[src/rtl/core/ipcidr_pkg.sv]
// ----------------------------------------------------------------------------
// ipcidr_pkg
// shared types, codes and helpers for the ipv4 cidr table match block
// ----------------------------------------------------------------------------
package ipcidr_pkg;

  // table size default
  localparam int MAX_NETWORKS_DEF = 16;

  // field widths
  localparam int STATUS_W = 3;
  localparam int ENTRY_W  = 5;
  localparam int ACC_W    = 9;
  localparam int PLEN_W   = 6;

  // request and response kinds
  localparam logic REQ_CHAR    = 1'b0;
  localparam logic REQ_LOOKUP  = 1'b1;
  localparam logic RESP_ADD    = 1'b0;
  localparam logic RESP_LOOKUP = 1'b1;

  // add status codes
  localparam logic [STATUS_W-1:0] ST_OK              = 3'd0;
  localparam logic [STATUS_W-1:0] ST_BAD_ADDR        = 3'd1;
  localparam logic [STATUS_W-1:0] ST_BAD_PREFIX_TEXT = 3'd2;
  localparam logic [STATUS_W-1:0] ST_PREFIX_RANGE    = 3'd3;
  localparam logic [STATUS_W-1:0] ST_TABLE_FULL      = 3'd4;

  // characters
  localparam logic [7:0] CH_DOT   = 8'h2E;
  localparam logic [7:0] CH_SLASH = 8'h2F;
  localparam logic [7:0] CH_ZERO  = 8'h30;
  localparam logic [7:0] CH_NINE  = 8'h39;

  // number limits
  localparam logic [ACC_W-1:0] ACC_SAT    = 9'd256;
  localparam logic [ACC_W-1:0] PREFIX_MAX = 9'd32;

  typedef struct packed {
    logic        req_type;
    logic [7:0]  spec_char;
    logic        spec_last;
    logic [31:0] lookup_addr;
  } in_beat_t;

  typedef struct packed {
    logic                resp_kind;
    logic [STATUS_W-1:0] add_status;
    logic                hit;
    logic [ENTRY_W-1:0]  entry_total;
  } out_beat_t;

  // outcome of a finished spec, before the table-full check
  typedef struct packed {
    logic [STATUS_W-1:0] status;
    logic [31:0]         base;
    logic [PLEN_W-1:0]   prefix;
  } parse_fin_t;

  // network mask for a prefix length of 0..32
  function automatic logic [31:0] prefix_mask(input logic [PLEN_W-1:0] plen);
    prefix_mask = ~(32'hFFFF_FFFF >> plen);
  endfunction

endpackage

[src/rtl/core/ipcidr_parser.sv]
// ----------------------------------------------------------------------------
// ipcidr_parser
// character-at-a-time parser for a.b.c.d[/n] network specs
// ----------------------------------------------------------------------------
module ipcidr_parser import ipcidr_pkg::*; (
  input  logic       clk,
  input  logic       rst_n,
  input  logic       take,
  input  logic [7:0] ch,
  input  logic       clear,
  output parse_fin_t fin
);

  logic                in_prefix_r, in_prefix_nxt;
  logic [1:0]          octet_pos_r, octet_pos_nxt;
  logic [ACC_W-1:0]    digit_acc_r, digit_acc_nxt;
  logic                saw_digit_r, saw_digit_nxt;
  logic [31:0]         addr_acc_r, addr_acc_nxt;
  logic [STATUS_W-1:0] err_r, err_nxt;

  logic                is_digit;
  logic [7:0]          ch_off;
  logic [11:0]         acc_mul;
  logic                close_ok;

  assign is_digit = (ch >= CH_ZERO) && (ch <= CH_NINE);
  assign ch_off   = ch - CH_ZERO;
  // acc * 10 + digit, saturated at 256 below
  assign acc_mul  = (12'(digit_acc_r) << 3) + (12'(digit_acc_r) << 1) + 12'(ch_off[3:0]);
  assign close_ok = saw_digit_r && !digit_acc_r[ACC_W-1];

  always_comb begin
    in_prefix_nxt = in_prefix_r;
    octet_pos_nxt = octet_pos_r;
    digit_acc_nxt = digit_acc_r;
    saw_digit_nxt = saw_digit_r;
    addr_acc_nxt  = addr_acc_r;
    err_nxt       = err_r;
    if (clear) begin
      in_prefix_nxt = 1'b0;
      octet_pos_nxt = '0;
      digit_acc_nxt = '0;
      saw_digit_nxt = 1'b0;
      addr_acc_nxt  = '0;
      err_nxt       = ST_OK;
    end else if (take && (err_r == ST_OK)) begin
      if (is_digit) begin
        digit_acc_nxt = (acc_mul > 12'(ACC_SAT)) ? ACC_SAT : acc_mul[ACC_W-1:0];
        saw_digit_nxt = 1'b1;
      end else if (in_prefix_r) begin
        err_nxt = ST_BAD_PREFIX_TEXT;
      end else if (ch == CH_DOT) begin
        if ((octet_pos_r == 2'd3) || !close_ok) begin
          err_nxt = ST_BAD_ADDR;
        end else begin
          addr_acc_nxt  = {addr_acc_r[23:0], digit_acc_r[7:0]};
          digit_acc_nxt = '0;
          saw_digit_nxt = 1'b0;
          octet_pos_nxt = octet_pos_r + 2'd1;
        end
      end else if (ch == CH_SLASH) begin
        if ((octet_pos_r != 2'd3) || !close_ok) begin
          err_nxt = ST_BAD_ADDR;
        end else begin
          addr_acc_nxt  = {addr_acc_r[23:0], digit_acc_r[7:0]};
          digit_acc_nxt = '0;
          saw_digit_nxt = 1'b0;
          in_prefix_nxt = 1'b1;
        end
      end else begin
        err_nxt = ST_BAD_ADDR;
      end
    end
  end

  always_ff @(posedge clk) begin
    if (!rst_n) begin
      in_prefix_r <= 1'b0;
      octet_pos_r <= '0;
      digit_acc_r <= '0;
      saw_digit_r <= 1'b0;
      addr_acc_r  <= '0;
      err_r       <= ST_OK;
    end else begin
      in_prefix_r <= in_prefix_nxt;
      octet_pos_r <= octet_pos_nxt;
      digit_acc_r <= digit_acc_nxt;
      saw_digit_r <= saw_digit_nxt;
      addr_acc_r  <= addr_acc_nxt;
      err_r       <= err_nxt;
    end
  end

  // end-of-spec evaluation from the held parser state
  logic [31:0]       fin_addr;
  logic [PLEN_W-1:0] fin_plen;

  always_comb begin
    fin_addr   = addr_acc_r;
    fin_plen   = PLEN_W'(PREFIX_MAX);
    fin.status = ST_OK;
    if (err_r != ST_OK) begin
      fin.status = err_r;
    end else if (!in_prefix_r) begin
      if ((octet_pos_r != 2'd3) || !close_ok) begin
        fin.status = ST_BAD_ADDR;
      end else begin
        fin_addr = {addr_acc_r[23:0], digit_acc_r[7:0]};
      end
    end else if (!saw_digit_r) begin
      fin.status = ST_BAD_PREFIX_TEXT;
    end else if (digit_acc_r > PREFIX_MAX) begin
      fin.status = ST_PREFIX_RANGE;
    end else begin
      fin_plen = digit_acc_r[PLEN_W-1:0];
    end
    fin.base   = fin_addr & prefix_mask(fin_plen);
    fin.prefix = fin_plen;
  end

endmodule

[src/rtl/core/ipv4_cidr_table_match.sv]
// ----------------------------------------------------------------------------
// ipv4_cidr_table_match
// ipv4 network allowlist: learns cidr specs from text, answers address lookups
// ----------------------------------------------------------------------------
// usage
//   input beats carry either one spec character (req_type 0) or a lookup
//   address (req_type 1). a spec such as 10.0.0.0/8 is sent one character per
//   beat with spec_last on its final character; that beat yields one add
//   result with a status and the new entry total. a lookup beat yields one
//   result with hit set if the address lies in any stored network.
//   a spec character without last mark is absorbed without leaving S_IDLE, and
//   back-to-back characters are taken every cycle. a last character moves
//   through S_FIN and S_EMIT before its result goes to out_valid. a lookup
//   walks the table through one shared mask-and-compare unit, with a table
//   read, then a compare, per entry, stopping at the first hit; an empty
//   table goes straight to S_EMIT with a miss.
//   in_stall is high from the acceptance of a beat that yields a result
//   until that result is handed to the output register.
//   reset (rst_n low, synchronous) empties the table and the parser; table
//   contents are not cleared, only the entry count. a stalled output holds
//   its beat, and the block takes no new input while a second result waits.
// ----------------------------------------------------------------------------
module ipv4_cidr_table_match import ipcidr_pkg::*; #(
  parameter int MAX_NETWORKS = MAX_NETWORKS_DEF  // 1..31
) (
  input  logic      clk,
  input  logic      rst_n,
  input  logic      in_valid,
  output logic      in_stall,
  input  in_beat_t  in_data,
  output logic      out_valid,
  input  logic      out_stall,
  output out_beat_t out_data
);

  localparam int CNT_W = $clog2(MAX_NETWORKS + 1);
  localparam int IDX_W = (MAX_NETWORKS > 1) ? $clog2(MAX_NETWORKS) : 1;

  // sequencer states
  localparam logic [2:0] S_IDLE = 3'd0;  // taking beats
  localparam logic [2:0] S_FIN  = 3'd1;  // close a spec, store it
  localparam logic [2:0] S_READ = 3'd2;  // read one table entry
  localparam logic [2:0] S_CMP  = 3'd3;  // compare it against the address
  localparam logic [2:0] S_EMIT = 3'd4;  // hand the result to the output

  logic [2:0]          state_r, state_nxt;
  logic [CNT_W-1:0]    count_r, count_nxt;
  logic [IDX_W-1:0]    scan_idx_r, scan_idx_nxt;
  logic [31:0]         addr_r;
  logic                res_kind_r, res_kind_nxt;
  logic [STATUS_W-1:0] res_status_r, res_status_nxt;
  logic                res_hit_r, res_hit_nxt;
  logic                out_valid_r;
  out_beat_t           out_data_r;

  // table storage, one write and one registered read port
  logic [31:0]         base_mem [MAX_NETWORKS];
  logic [PLEN_W-1:0]   plen_mem [MAX_NETWORKS];
  logic [31:0]         rd_base_r;
  logic [PLEN_W-1:0]   rd_plen_r;

  logic                in_take;
  logic                out_free;
  logic                tbl_full;
  logic                store_en;
  logic                entry_match;
  logic                scan_last;
  parse_fin_t          fin;

  assign in_stall  = (state_r != S_IDLE);
  assign in_take   = in_valid && !in_stall;
  assign out_free  = !out_valid_r || !out_stall;
  assign tbl_full  = (count_r == CNT_W'(MAX_NETWORKS));
  assign store_en  = (state_r == S_FIN) && (fin.status == ST_OK) && !tbl_full;

  // the shared compare unit
  assign entry_match = ((addr_r & prefix_mask(rd_plen_r)) == rd_base_r);
  assign scan_last   = ((CNT_W'(scan_idx_r) + CNT_W'(1)) == count_r);

  ipcidr_parser u_parser (
    .clk   (clk),
    .rst_n (rst_n),
    .take  (in_take && (in_data.req_type == REQ_CHAR)),
    .ch    (in_data.spec_char),
    .clear (state_r == S_FIN),
    .fin   (fin)
  );

  always_comb begin
    state_nxt      = state_r;
    count_nxt      = count_r;
    scan_idx_nxt   = scan_idx_r;
    res_kind_nxt   = res_kind_r;
    res_status_nxt = res_status_r;
    res_hit_nxt    = res_hit_r;
    unique case (state_r)
      S_IDLE: begin
        if (in_take) begin
          if (in_data.req_type == REQ_LOOKUP) begin
            res_kind_nxt   = RESP_LOOKUP;
            res_status_nxt = ST_OK;
            res_hit_nxt    = 1'b0;
            scan_idx_nxt   = '0;
            // empty table misses at once
            state_nxt      = (count_r == '0) ? S_EMIT : S_READ;
          end else if (in_data.spec_last) begin
            state_nxt = S_FIN;
          end
        end
      end
      S_FIN: begin
        res_kind_nxt = RESP_ADD;
        res_hit_nxt  = 1'b0;
        if (fin.status != ST_OK) begin
          res_status_nxt = fin.status;
        end else if (tbl_full) begin
          res_status_nxt = ST_TABLE_FULL;
        end else begin
          res_status_nxt = ST_OK;
          count_nxt      = count_r + CNT_W'(1);
        end
        state_nxt = S_EMIT;
      end
      S_READ: begin
        state_nxt = S_CMP;
      end
      S_CMP: begin
        if (entry_match) begin
          res_hit_nxt = 1'b1;
          state_nxt   = S_EMIT;
        end else if (scan_last) begin
          state_nxt = S_EMIT;
        end else begin
          scan_idx_nxt = scan_idx_r + IDX_W'(1);
          state_nxt    = S_READ;
        end
      end
      S_EMIT: begin
        if (out_free) begin
          state_nxt = S_IDLE;
        end
      end
      default: begin
        state_nxt = S_IDLE;
      end
    endcase
  end

  always_ff @(posedge clk) begin
    if (!rst_n) begin
      state_r <= S_IDLE;
      count_r <= '0;
    end else begin
      state_r <= state_nxt;
      count_r <= count_nxt;
    end
  end

  // result payload and lookup address carry no reset
  always_ff @(posedge clk) begin
    scan_idx_r   <= scan_idx_nxt;
    res_kind_r   <= res_kind_nxt;
    res_status_r <= res_status_nxt;
    res_hit_r    <= res_hit_nxt;
    if (in_take && (in_data.req_type == REQ_LOOKUP)) begin
      addr_r <= in_data.lookup_addr;
    end
  end

  // table write on a good spec, registered read during the walk
  always_ff @(posedge clk) begin
    if (store_en) begin
      base_mem[count_r[IDX_W-1:0]] <= fin.base;
      plen_mem[count_r[IDX_W-1:0]] <= fin.prefix;
    end
  end

  always_ff @(posedge clk) begin
    if (state_r == S_READ) begin
      rd_base_r <= base_mem[scan_idx_r];
      rd_plen_r <= plen_mem[scan_idx_r];
    end
  end

  // output register: loads in S_EMIT once the previous beat is gone
  always_ff @(posedge clk) begin
    if (!rst_n) begin
      out_valid_r <= 1'b0;
    end else if ((state_r == S_EMIT) && out_free) begin
      out_valid_r <= 1'b1;
    end else if (!out_stall) begin
      out_valid_r <= 1'b0;
    end
  end

  always_ff @(posedge clk) begin
    if ((state_r == S_EMIT) && out_free) begin
      out_data_r.resp_kind   <= res_kind_r;
      out_data_r.add_status  <= res_status_r;
      out_data_r.hit         <= res_hit_r;
      out_data_r.entry_total <= ENTRY_W'(count_r);
    end
  end

  assign out_valid = out_valid_r;
  assign out_data  = out_data_r;

  // the entry count never passes the table size
  a_count_bound: assert property (@(posedge clk) disable iff (!rst_n)
    count_r <= CNT_W'(MAX_NETWORKS))
    else $error("entry count beyond table size");

  // the count moves only by one, and only when a spec closes
  a_count_step: assert property (@(posedge clk) disable iff (!rst_n)
    ($past(rst_n) && (count_r != $past(count_r))) |->
      (($past(state_r) == S_FIN) && (count_r == $past(count_r) + CNT_W'(1))))
    else $error("entry count changed outside spec close");

  // the walk reads only stored entries
  a_scan_range: assert property (@(posedge clk) disable iff (!rst_n)
    (state_r == S_READ) |-> (CNT_W'(scan_idx_r) < count_r))
    else $error("table walk past last entry");

  // an add result never reports a hit, a lookup result never a status
  a_out_shape: assert property (@(posedge clk) disable iff (!rst_n)
    out_valid_r |-> ((out_data_r.resp_kind == RESP_ADD) ? !out_data_r.hit
                                                        : (out_data_r.add_status == ST_OK)))
    else $error("result fields inconsistent with result kind");

endmodule
[config.mk]
export PLATFORM = sky130hd
export DESIGN_NAME = ipv4_cidr_table_match
export DESIGN_NICKNAME = d
export VERILOG_FILES = /design/src/rtl/core/ipcidr_pkg.sv /design/src/rtl/core/ipcidr_parser.sv /design/src/rtl/core/ipv4_cidr_table_match.sv
export SDC_FILE = /design/constraint.sdc
export NUM_CORES = 1
export LEC_CHECK = 0
export BUFFER_PORTS_ARGS = -buffer_cell sky130_fd_sc_hd__clkbuf_2
export CAP_MARGIN = 5
export CORE_ASPECT_RATIO = 0.6
export CORE_MARGIN = 1.5
export CORE_UTILIZATION = 56
export CTS_CLUSTER_DIAMETER = 60
export DETAILED_ROUTE_END_ITERATION = 10
export PLACE_DENSITY = 0.78
export SYNTH_ARGS = -nofsm -noshare
export SYNTH_HDL_FRONTEND = slang
export SYNTH_HIERARCHICAL = 1
export SYNTH_SLANG_ARGS = --single-unit
export TNS_END_PERCENT = 1
[constraint.sdc]
create_clock -name clk -period 4.8 [get_ports clk]
set_input_delay 0.48 -clock clk [delete_from_list [all_inputs] [get_ports clk]]
set_output_delay 0.48 -clock clk [all_outputs]
set_load 0.02 [all_outputs]
# After elaboration in Yosys (flattened, before gate mapping)
# Memories as Yosys holds them, arrays and structs flattened. A register that Yosys moved wholly into a read port is not among the register bits.
# Cells that the tools add are included.
# totals
reg_bits	108
mem_bits_rw	608
input_bits	46
out_inout_bits	12
n_memories	2
# classes
addsub	7
order_cmp	4
n_eq_ne	25
n_shift	2
mux	66
bitwise	11
reduce_logical	41
# mem_list
memory	depth	width	rd	rd_ports_with_merged_regs	wr	line	rtl
base_mem	16	32	1	1	1	ipv4_cidr_table_match.sv:57	logic [31:0] base_mem [MAX_NETWORKS];
plen_mem	16	6	1	1	1	ipv4_cidr_table_match.sv:58	logic [PLEN_W-1:0] plen_mem [MAX_NETWORKS];
# ops
operator	count
$mux W32	6
$and A32 B32 Y32	2
$not A32 Y32	2
$shr A32 B6 Y32 const A	2
$mux W9	7
$mux W3	19
$eq A32 B32 Y1	1
$mux W6	4
$mux W1	20
$reduce_and A5 Y1	4
$ne A2 B2 Y1 const B	9
$eq A8 B6 Y1 const B	2
$mux W4	4
$pmux W3 S5	1
$reduce_bool A3 Y1	5
$add A12 B10 Y12	1
$add A12 B4 Y12	1
$gt A12 B9 Y1 const B	1
$gt A9 B6 Y1 const B	1
$logic_and A1 B1 Y1	9
$logic_not A3 Y1	3
$reduce_and A3 Y1	3
$ge A8 B6 Y1 const B	1
$le A8 B6 Y1 const B	1
other kinds (29)	47

# Depth between registers and ports, before layout
# Gate-level depths: netlist of run 1.
# depth
depth_word	12
depth_mapped	13

# Modules after synthesis
# The synthesis of run 1 kept the hierarchy.
# modules_own_cells
module	instances	cells_per_inst	area_each_um2	seq_area_each_um2
ipv4_cidr_table_match	1	1509	27651.5	21110.2
ipcidr_parser	1	441	3231.8	940.9

# Least setup slack after synthesis of run 1
# No wires, ideal clock.
# synth_path
path_type	reg2reg
start	register u_parser.digit_acc_r[0]
end	memory base_mem[3][0] (enable)
arrival_time_ps	4863
required_ps	4320
path_slack_ps	-543
path_stages_with_launch	12
path_buffers	0
period_less_slack_ps	5343
path_cell_list	dfxtp_1 > or2_1 > o41ai_2 > nand2_1 > o21ai_0 > a211oi_1 > or2_2 > nor2_1 > nand3b_1 > a31oi_2 > nand2_1 > nor3_1
# synth_rtl
item	line	rtl
from (decl)	ipcidr_parser.sv:16	logic [ACC_W-1:0] digit_acc_r, digit_acc_nxt;
from (signal assigned)	ipcidr_parser.sv:87	digit_acc_r <= digit_acc_nxt;
to (decl)	ipv4_cidr_table_match.sv:57	

==> results.md, run 1 <==
- Core Rows: 66
- Hold Path Class: in2reg
- Largest net degree at the start of global routing: 66
- Root Driver: clkbuf_16
- Sequential element share of the synthesized area: 71.4%
- Total grt overflow: 0
- Final Hold Viols: 0
- CTS Buffer Depth: 3
- Crit. End Element: flop
- Unique masters post-synth: 80
- Clock transition at path regs: 0.07 ns
- Post-DR wirelength/cell: 26.9 um
- Ratio of cells with drive above 1 in the final layout: 17.6%
- RSZ-0062 raised after global routing: no
- Post-Syn Area: 30900 um^2
- Count of final setup violators: 0
- Slew Viols, Final: 0
- DP Worst Slack: 0.504 ns
- Number of flops mapped to enable cells by yosys: 697
- Max-Cap Viols: 0
- Cell area after placement: 32400 um^2
- Leakage: 12.4 nW
- Die area: 56600 um^2
- # IOs: 58
- Vias/cell: 6.50
- CP max FO: 16
- RePlAce Congestion: 0.884
- Relative slew slack: 16.9%
- Htree depth: 3
- Status: finished clean
- Clock Sinks: 753
- Ys flop type: edfxtp_1
- Initial Utilization: 56.8%
- Crit. Startpoint: u_parser/digit_acc_r[1]
- First-pass GRT wire length: 112000 um
- Antenna cell count: 0
- Initial drt markers: 2378
- Post-route ant nets: 0
- Vias in the first global route: 17800
- Setup slack after layout: 0.439 ns
- Gr usage total: 27.1%
- Final nets: 2103
- Die Ht: 185 um
- DRC viols: 0
- Startpoint types: flop
- R2R setup slack: 0.44 ns
- Post-Syn Area per Cell: 15.8 um^2
- Most common cell after layout, fill and taps aside: edfxtp_1
- FF-to-FF Start: u_parser/digit_acc_r[1]
- #FFs+latches synth: 753
- FF-to-FF path depth: 12
- Die X: 306 um
- Critical path endpoint: base_mem[11][19]
- Worst vdd ir: 0.329 mV
- Final Cell Area: 34800 um^2
- Worst Max-Slew Pin Slew: 1.25 ns
- R2r endpoint: base_mem[11][19]
- Yosys warnings: 6
- Post-Syn Instances: 1950
- Pwr dens: 372 nW/um^2
- WL final: 75400 um
- Final worst-path cycle share: 90.9%
- Clk_lat worst skew: 0.61 ns
- Hpwl dp: 44100 um
- Hold buffers post-CTS: 0
- Critical Path RT: 5.09 ns
- Hold Path Cell Cnt: 1
- Crit path time final: 4.36 ns
- CTS tree: yes
- Drt pass-1 iters: 8
- Syn Nets: 2021
- Critical Path AT: 4.65 ns
- Initial antenna violation count: 1
- Maximum clock frequency: 229 MHz
- Core ar.: 54300 um^2
- Num CTS Buffers: 69
- Clock skew: 0.0262 ns
- Ys async rst share: 0%
- Area grow syn2layout: 12.6%
- Commonest cells after routing, fill and taps aside: 697 x edfxtp_1, 198 x nand2_1, 151 x mux2i_1, 117 x a21oi_1, 88 x o21ai_0
- Critical path class: reg2reg
- Via count: 18200
- Post-CTS setup buffer count: 0
- CTS-repair resized insts: 0
- Port-buffer cells: 57
-- synth_stat cells (13+ instances only) --
cell type,count,area share (%)
mux2_2,29,1.1
mux2i_1,151,4.9
a21oi_1,119,1.9
nand2b_1,13,0.26
a22oi_1,39,0.95
a221oi_1,39,1.1
xor2_1,15,0.43
nand2_1,198,2.4
nor3_1,13,0.21
o21ai_0,88,1.4
buf_2,29,0.47
nor2_1,58,0.70
clkbuf_1,58,0.70
ha_1,23,0.93
edfxtp_1,697,68
inv_1,29,0.35
xnor2_1,13,0.37
dfxtp_1,56,3.6
mux4_2,76,5.5
-- worst min path at each step --
| stage | from | to | slack [ns] |
|---|---|---|---|
| 3_5_place_dp | res_kind_r | out_data[9] | 0.41 |
| 4_1_cts | in_data[5] | addr_r[5] | 0.009 |
| 3_3_place_gp | res_status_r[0] | out_data[6] | 0.41 |
| 5_1_grt | in_data[5] | addr_r[5] | 0.02 |
| 2_1_floorplan | res_hit_r | out_data[5] | 0.40 |
| 6_report | in_data[5] | addr_r[5] | 0.04 |
-- layout make-up --
class / count / area (um^2)
Clock buffer: 87 / 1910
Clock inverter: 40 / 417
Fill cell: 3706 / 19600
Inverter: 36 / 135
Multi-Input combinational cell: 1055 / 8380
Sequential cell: 753 / 22100
Tap cell: 714 / 893
Timing Repair Buffer: 117 / 973
-- metal layers --
layer	GRT usage, %	wire length (um)	up-vias
met4	10.9	2880	0
met3	7.72	8750	187
met5	0	0	-
met2	40.0	33400	1081
met1	38.4	30400	9094
li1	-	-	7838
-- critical path: stages, from the launching register on --
cell      delay (ns)
dfxtp_1         0.44
or2_1           0.35
o41ai_2         0.31
nand2_1         0.16
o21ai_0         0.27
a211oi_1        0.12
or2_2           0.29
nor2_1          0.15
nand3b_1        0.18
a31oi_2         0.43
nand2_1         0.38
nor2_4          0.57
buf_4           0.37
-- sequential cells by signal, indices dropped and copies added (netlist names), 4 cells and up --
name / flops
base_mem: 512
plen_mem: 96
addr_r: 32
rd_base_r: 32
u_parser/addr_acc_r: 32
out_data: 10
u_parser/digit_acc_r: 9
rd_plen_r: 6
count_r: 5
scan_idx_r: 4
-- report_power, final --
group,switching (mW),internal [mW],total [mW],leakage [nW]
Sequential,0.0103,7.08,7.09,7.65
Combinational,0.138,0.0763,0.215,3.61
Clock,2.40,3.23,5.63,1.14
Total,2.55,10.4,12.9,12.4
-- per-stage QoR --
| step | hold slack, ns | util [%] | TNS (ns) | cells | power (mW) |
|---|---|---|---|---|---|
| 2_1_floorplan | 0.400 | - | -38.57 | 1950 | 7.37 |
| 3_5_place_dp | 0.407 | 59.7 | 0 | 2673 | 7.45 |
| 6_report | 0.0396 | 64.0 | 0 | 2802 | 12.9 |
| 4_1_cts | 0.00890 | 63.9 | 0 | 2800 | 13.0 |
| 3_3_place_gp | 0.414 | 59.7 | 0 | 2673 | 7.44 |
| 5_1_grt | 0.0222 | 64.0 | 0 | 2802 | 13.3 |
-- cells by family (layout without fill, tap and decap cells) --
| kind of cell | after synthesis | count (layout) | synth area share (%) |
|---|---|---|---|
| other | 1 | 1 | 0.0121 |
| AOI/OAI and AO/OA | 380 | 380 | 7.83 |
| xor gates and xnor gates | 28 | 28 | 0.794 |
| DFF | 753 | 753 | 71.4 |
| buffers and inverters | 142 | 280 | 1.94 |
| muxes | 256 | 256 | 11.5 |
| adders and majority gates | 25 | 25 | 1.06 |
| and+or+nand+nor | 365 | 365 | 5.47 |
Note: power is estimated with default switching activity, not from simulation.
==> run 2, diff against run 1 <==
Settings changed: CORE_ASPECT_RATIO 0.6 to not set.
==> results.md, run 2 (synthesis gave the netlist of run 1 again) <==
- Slowest cell on crit path: nor2_4
- Final worst-path cycle share: 84.8% (-6.1 points)
- Hold Path Cell Cnt: 1 (unchanged)
- Maximum clock frequency: 246 MHz (+7.2%)
- Commonest cells after routing, fill and taps aside: 697 x edfxtp_1, 198 x nand2_1, 151 x mux2i_1, 114 x a21oi_1, 88 x o21ai_0
- Critical Path RT: 5.11 ns (+0.02 ns)
- CP max FO: 15 (-1)
- Slew Viols, Final: 0 (unchanged)
- Switching power: 2.66 mW (+4.2%)
- Switching share of power: 20.2% (+0.44 points)
- Crit path time final: 4.07 ns (-0.292 ns)
- Clock skew: 0.0240 ns (-0.00223 ns)
- Clock transition at path regs: 0.06 ns (about the same)
- Largest net degree at the start of global routing: 81 (+23%)
- CP Depth: 12 (unchanged)
- Total grt overflow: 0 (unchanged)
- Relative slew slack: 15.0% (-1.9 points)
- Hpwl dp: 43400 um (-1.7%)
- Crit path buf inv count: 1 (unchanged)
- Core ar.: 54100 um^2 (-0.38%)
- Worst vdd ir: 0.271 mV (-18%)
- Power share of the clock group: 44.6% (+1.1 points)
- Vias/cell: 6.39 (-1.7%)
- Clock Sinks: 753 (unchanged)
- Startpoint types: flop
- Htree depth: 3 (unchanged)
- Worst path most repeated cell: nand2_1
- Post-CTS setup buffer count: 0 (unchanged)
- CTS tree: yes
- Hold Path Class: in2reg
- # IOs: 58 (unchanged)
- Die X: 238 um (-22%)
- Hold buffers post-CTS: 0 (unchanged)
- Ratio of cells with drive above 1 in the final layout: 18.7% (+1.0 points)
- Critical Path AT: 4.38 ns (-0.27 ns)
- Pwr dens: 378 nW/um^2 (+1.7%)
- RSZ-0062 raised after global routing: no
- Clk_lat worst skew: 0.64 ns (+0.03 ns)
- Largest stage delay, worst path: 0.57 ns (about the same)
- Gate power share: 1.6% (about the same)
- Sequential Power Share: 53.8% (-1.0 points)
- RePlAce Congestion: 0.919 (+4.0%)
- Die Ht: 238 um (+29%)
- Area grow syn2layout: 12.8%
- Post-route ant nets: 0 (unchanged)
- CTS Buffer Depth: 3 (unchanged)
- CP delay by family, top: simple AND/OR/NAND/NOR gates
- WL final: 71600 um (-5.1%)
- DP Worst Slack: 0.764 ns (+0.260 ns)
- Most common cell after layout, fill and taps aside: edfxtp_1
- Status: finished clean
- Gr usage total: 25.7% (-1.4 points)
- Max FFs per register: 512 (unchanged)
- Num CTS Buffers: 75 (+8.7%)
- Initial drt markers: 1849 (-22%)
- Worst Max-Slew Pin Slew: 1.28 ns (+0.0290 ns)
- Core Rows: 85 (+29%)
- Cell Int Power: 10.5 mW (+1.4%)
- Via count: 17900 (-1.7%)
- Max-Cap Viols: 0 (unchanged)
- Die area: 56600 um^2 (about the same)
- Crit-path cells: or2_1 > o41ai_2 > nand2_1 > o21ai_0 > a211oi_1 > or2_2 > nor2_1 > nand3b_1 > a31oi_2 > nand2_1 > nor2_4 > buf_4
- Initial antenna violation count: 2 (+1)
- Drt pass-1 iters: 6 (-2)
- First-pass GRT wire length: 108000 um (-3.3%)
- Final Hold Viols: 0 (unchanged)
- DRC viols: 0 (unchanged)
- Count of final setup violators: 0 (unchanged)
- Leakage: 12.5 nW (+0.67%)
- Final nets: 2116 (+0.62%)
- Vias in the first global route: 17800 (+0.034%)
- CTS-repair resized insts: 0 (unchanged)
- Port-buffer cells: 57 (unchanged)
- Post-DR wirelength/cell: 25.5 um (-5.1%)
- Cell area after placement: 32300 um^2 (-0.27%)
- Critical path class: reg2reg
- FF-to-FF path depth: 12 (unchanged)
- Setup slack after layout: 0.731 ns (+0.292 ns)
- Root Driver: clkbuf_16
- Crit. End Element: flop
- Initial Utilization: 57.1% (+0.21 points)
- Final Cell Area: 34800 um^2 (+0.24%)
==> run 2: cell count changes in the layout (fill, tap and decap cells not counted), moves of 2 or more <==
cell        change
clkbuf_8        -2
clkbuf_16       +2
inv_16          +2
a31oi_1         -3
buf_4          +19
clkinv_2        +5
clkinvlp_4      +3
a21oi_2         +3
a31oi_2         +3
buf_12         -11
a21oi_1         -3
clkinv_1        -2
==> run 2: per-stage QoR <==
| step | total power, mW | hold WS [ns] | util [%] | cells | TNS, ns |
|---|---|---|---|---|---|
| finish | 13.2 | 0.0325 | 64.4 | 2802 | 0 |
| global route | 13.5 | 0.0201 | 64.4 | 2801 | 0 |
| CTS | 13.3 | 0.00677 | 64.3 | 2800 | 0 |
| detailed placement | 7.45 | 0.406 | 59.7 | 2663 | 0 |
| global placement | 7.44 | 0.401 | 59.7 | 2662 | 0 |
| floorplan | 7.37 | 0.400 | - | 1950 | -38.57 |
==> run 2: area by class of cell <==
class / instances / area [um^2]
repair buffers: 124 / 888
clock inverters: 50 / 546
well taps: 696 / 871
flip-flops and latches: 753 / 22100
inverters: 36 / 135
multi-input cells: 1055 / 8420
diodes: 1 / 2.50
fillers: 3623 / 19300
clock buffers: 87 / 1930
==> run 2: power groups by stage <==
stage | clock [mW] | sequential, mW | combinational (mW)
after detailed placement | 0 | 7.24 | 0.206
after floorplan | 0 | 7.23 | 0.135
after global placement | 0 | 7.24 | 0.202
after global routing | 6.20 | 7.10 | 0.225
final | 5.88 | 7.10 | 0.208
after CTS | 5.95 | 7.10 | 0.208
==> run 2: per-layer routing <==
metal / up-vias / wire [um] / global-route usage, %
li1: 7821 / - / -
met1: 9080 / 28000 / 34.0
met2: 857 / 35200 / 42.9
met3: 133 / 6220 / 4.92
met4: 0 / 2130 / 9.34
met5: - / 0 / 0
==> run 2: worst paths after layout <==
check	startpoint	end	slack, ns
worst max-delay path	u_parser/digit_acc_r[0]	base_mem[15][25]	0.73
worst min-delay path	in_data[30]	addr_r[30]	0.03
worst max register to register	u_parser/digit_acc_r[0]	base_mem[15][25]	0.73
worst min register to register	res_status_r[2]	out_data[8]	0.42
==> run 3, diff against run 2 <==
Settings changed: ABC_AREA set to 1, CORE_UTILIZATION 56 to 60, PLACE_DENSITY 0.78 to 0.8.
Clock period 4.8 ns to 3.85 ns, I/O delays scaled along.
==> results.md, run 3 <==
- Synth top area share: 65.6% (-2.2 points)
- Syn Nets: 2843 (+41%)
- Slew Viols, Final: 0 (unchanged)
- Yosys top cell by area: edfxtp_1
- Post-Syn Area: 31900 um^2 (+3.4%)
- Layout Cells excl Fill: 3613 (+29%)
- Vias in the first global route: 22400 (+25%)
- RSZ-0062 raised after global routing: no
- Sequential element share of the synthesized area: 69.1% (-2.3 points)
- CP max FO: 38 (+23)
- Relative slew slack: 29.0% (+14 points)
- Final nets: 2938 (+39%)
- Initial Utilization: 60.8% (+3.7 points)
- Post-route ant nets: 0 (unchanged)
- Crit path time final: 3.25 ns (-0.824 ns)
- Pwr dens: 469 nW/um^2 (+24%)
- DP Worst Slack: 0.672 ns (-0.0918 ns)
- Yosys warnings: 6 (unchanged)
- RePlAce Congestion: 0.954 (+3.8%)
- Port-buffer cells: 57 (unchanged)
- #FFs+latches synth: 753 (unchanged)
- Final worst-path cycle share: 84.3% (-0.49 points)
- Post-DR wirelength/cell: 22.7 um (-11%)
- Gr usage total: 30.2% (+4.5 points)
- Die Ht: 234 um (-1.8%)
- # IOs: 58 (unchanged)
- Fin Hold WS: 0.0639 ns (+0.0313 ns)
- Most frequent cell after synthesis: edfxtp_1
- CTS-repair resized insts: 0 (unchanged)
- Top post-synthesis cells by area: edfxtp_1 66%, nand2_1 6.0%, o21ai_0 4.0%, nor2_1 3.5%, dfxtp_1 3.5%
- CTS Buffer Depth: 3 (unchanged)
- Startpoint types: flop
- Worst vdd ir: 0.318 mV (+17%)
- Drt pass-1 iters: 6 (unchanged)
- Critical path class: reg2reg
- Die X: 234 um (-1.8%)
- First-pass GRT wire length: 124000 um (+14%)
- Worst Max-Slew Pin Slew: 1.07 ns (-0.210 ns)
- Clock Sinks: 753 (unchanged)
- WL final: 81900 um (+14%)
- Ratio of cells with drive above 1 in the final layout: 11.7% (-7.0 points)
- Vias/cell: 6.30 (-1.3%)
- DRC viols: 0 (unchanged)
- Hold Path Class: in2reg
- Clock transition at path regs: 0.06 ns (about the same)
- Ys flop type: edfxtp_1
- Setup slack after layout: 0.605 ns (-0.126 ns)
- Clock skew: 0.0274 ns (+0.00345 ns)
- Num CTS Buffers: 76 (+1.3%)
- Hpwl dp: 47800 um (+10%)
- Post-Syn Instances: 2772 (+42%)
- Root Driver: clkbuf_16
- Maximum clock frequency: 308 MHz (+25%)
- CTS tree: yes
- Via count: 22800 (+27%)
- Core ar.: 52600 um^2 (-2.9%)
- Hold buffers post-CTS: 32 (+32)
- Max-Cap Viols: 0 (unchanged)
- Post-Syn Area per Cell: 11.5 um^2 (-27%)
- Final Hold Viols: 0 (unchanged)
- Largest net degree at the start of global routing: 193 (+140%)
- DP Cell Count: 3445 (+29%)
- Htree depth: 3 (unchanged)
- Leakage: 12.6 nW (+1.1%)
- Crit. End Element: flop
- Most common cell after layout, fill and taps aside: edfxtp_1
- Initial drt markers: 3291 (+78%)
- Max FFs per register: 512 (unchanged)
- Status: finished clean
- Critical Path RT: 4.09 ns (-1.02 ns)
- Ys async rst share: 0% (unchanged)
- Initial antenna violation count: 2 (unchanged)
- Core Rows: 84 (-1.2%)
- Die area: 54600 um^2 (-3.5%)
- Total grt overflow: 0 (unchanged)
- Area grow syn2layout: 13.0%
- Clk_lat worst skew: 0.63 ns (about the same)
- Number of flops mapped to enable cells by yosys: 697 (unchanged)
- Critical Path AT: 3.49 ns (-0.89 ns)
- Commonest cells after routing, fill and taps aside: 697 x edfxtp_1, 506 x nand2_1, 287 x nor2_1, 257 x o21ai_0, 164 x a21oi_1
- Unique masters post-synth: 47 (-41%)
- Post-CTS setup buffer count: 0 (unchanged)
- Count of final setup violators: 0 (unchanged)
- List of most frequent post-synthesis cells: 697 x edfxtp_1, 510 x nand2_1, 301 x nor2_1, 257 x o21ai_0, 164 x a21oi_1
## run 3: worst paths after layout
kind / endpoint / from / slack [ns] / cells past startpoint
setup / recovery: base_mem[6][31] / u_parser/digit_acc_r[8] / 0.60 / 10
hold / removal: out_valid / out_stall / 0.06 / 3
setup reg to reg: base_mem[6][31] / u_parser/digit_acc_r[8] / 0.60 / 10
hold reg to reg: out_data[7] / res_status_r[1] / 0.42 / 0
## run 3: metal layers
layer | global-route usage, % | wire [um] | vias up
met4 | 11.6 | 3020 | 2
li1 | - | - | 10200
met5 | 0 | 10 | -
met3 | 5.27 | 8770 | 243
met1 | 39.4 | 30000 | 10900
met2 | 50.8 | 40000 | 1470
## run 3: cell families (layout without fill, tap and decap cells)
logic type	after synthesis	count (layout)	synth area share (%)
simple gates	1082	1082	14.6
flops	753	753	69.1
compound gates	600	600	11.1
buf+inv	297	449	3.76
fa+ha+maj	25	25	1.03
xor+xnor	11	11	0.302
mux	3	3	0.0941
other cells	1	2	0.0117
## run 3: final cells by class
class,count,area [um^2]
antenna,1,2.50
clock buffer,92,2000
clock inverter,43,433
fill,3474,16500
inverter,146,563
multi-input combinational,1722,8810
sequential,753,22100
tap,688,861
timing repair buffer,168,1360
## run 3: report_power, final
group | internal (mW) | switching (mW)
Combinational | 0.200 | 0.494
Sequential | 8.90 | 0.0228
Clock | 4.25 | 3.05
## run 3: worst max-delay path, stage by stage, from the launching register on
cell	delay, ns
dfxtp_1	0.40
nor3_2	0.33
nand2_2	0.15
nor2_2	0.16
o21ai_0	0.13
nor3_1	0.27
nand2_1	0.16
nor2_2	0.27
nand2_1	0.30
nor2_4	0.14
buf_4	0.54
## run 3: metrics by stage
stage	util (%)	power, mW	TNS (ns)	cell area, um^2
floorplan	-	9.49	-101.46	31900
global placement	63.4	9.71	0	33300
detailed placement	63.4	9.74	0	33300
CTS	68.7	16.9	0	36100
global route	68.7	17.3	0	36100
finish	68.7	16.9	0	36100
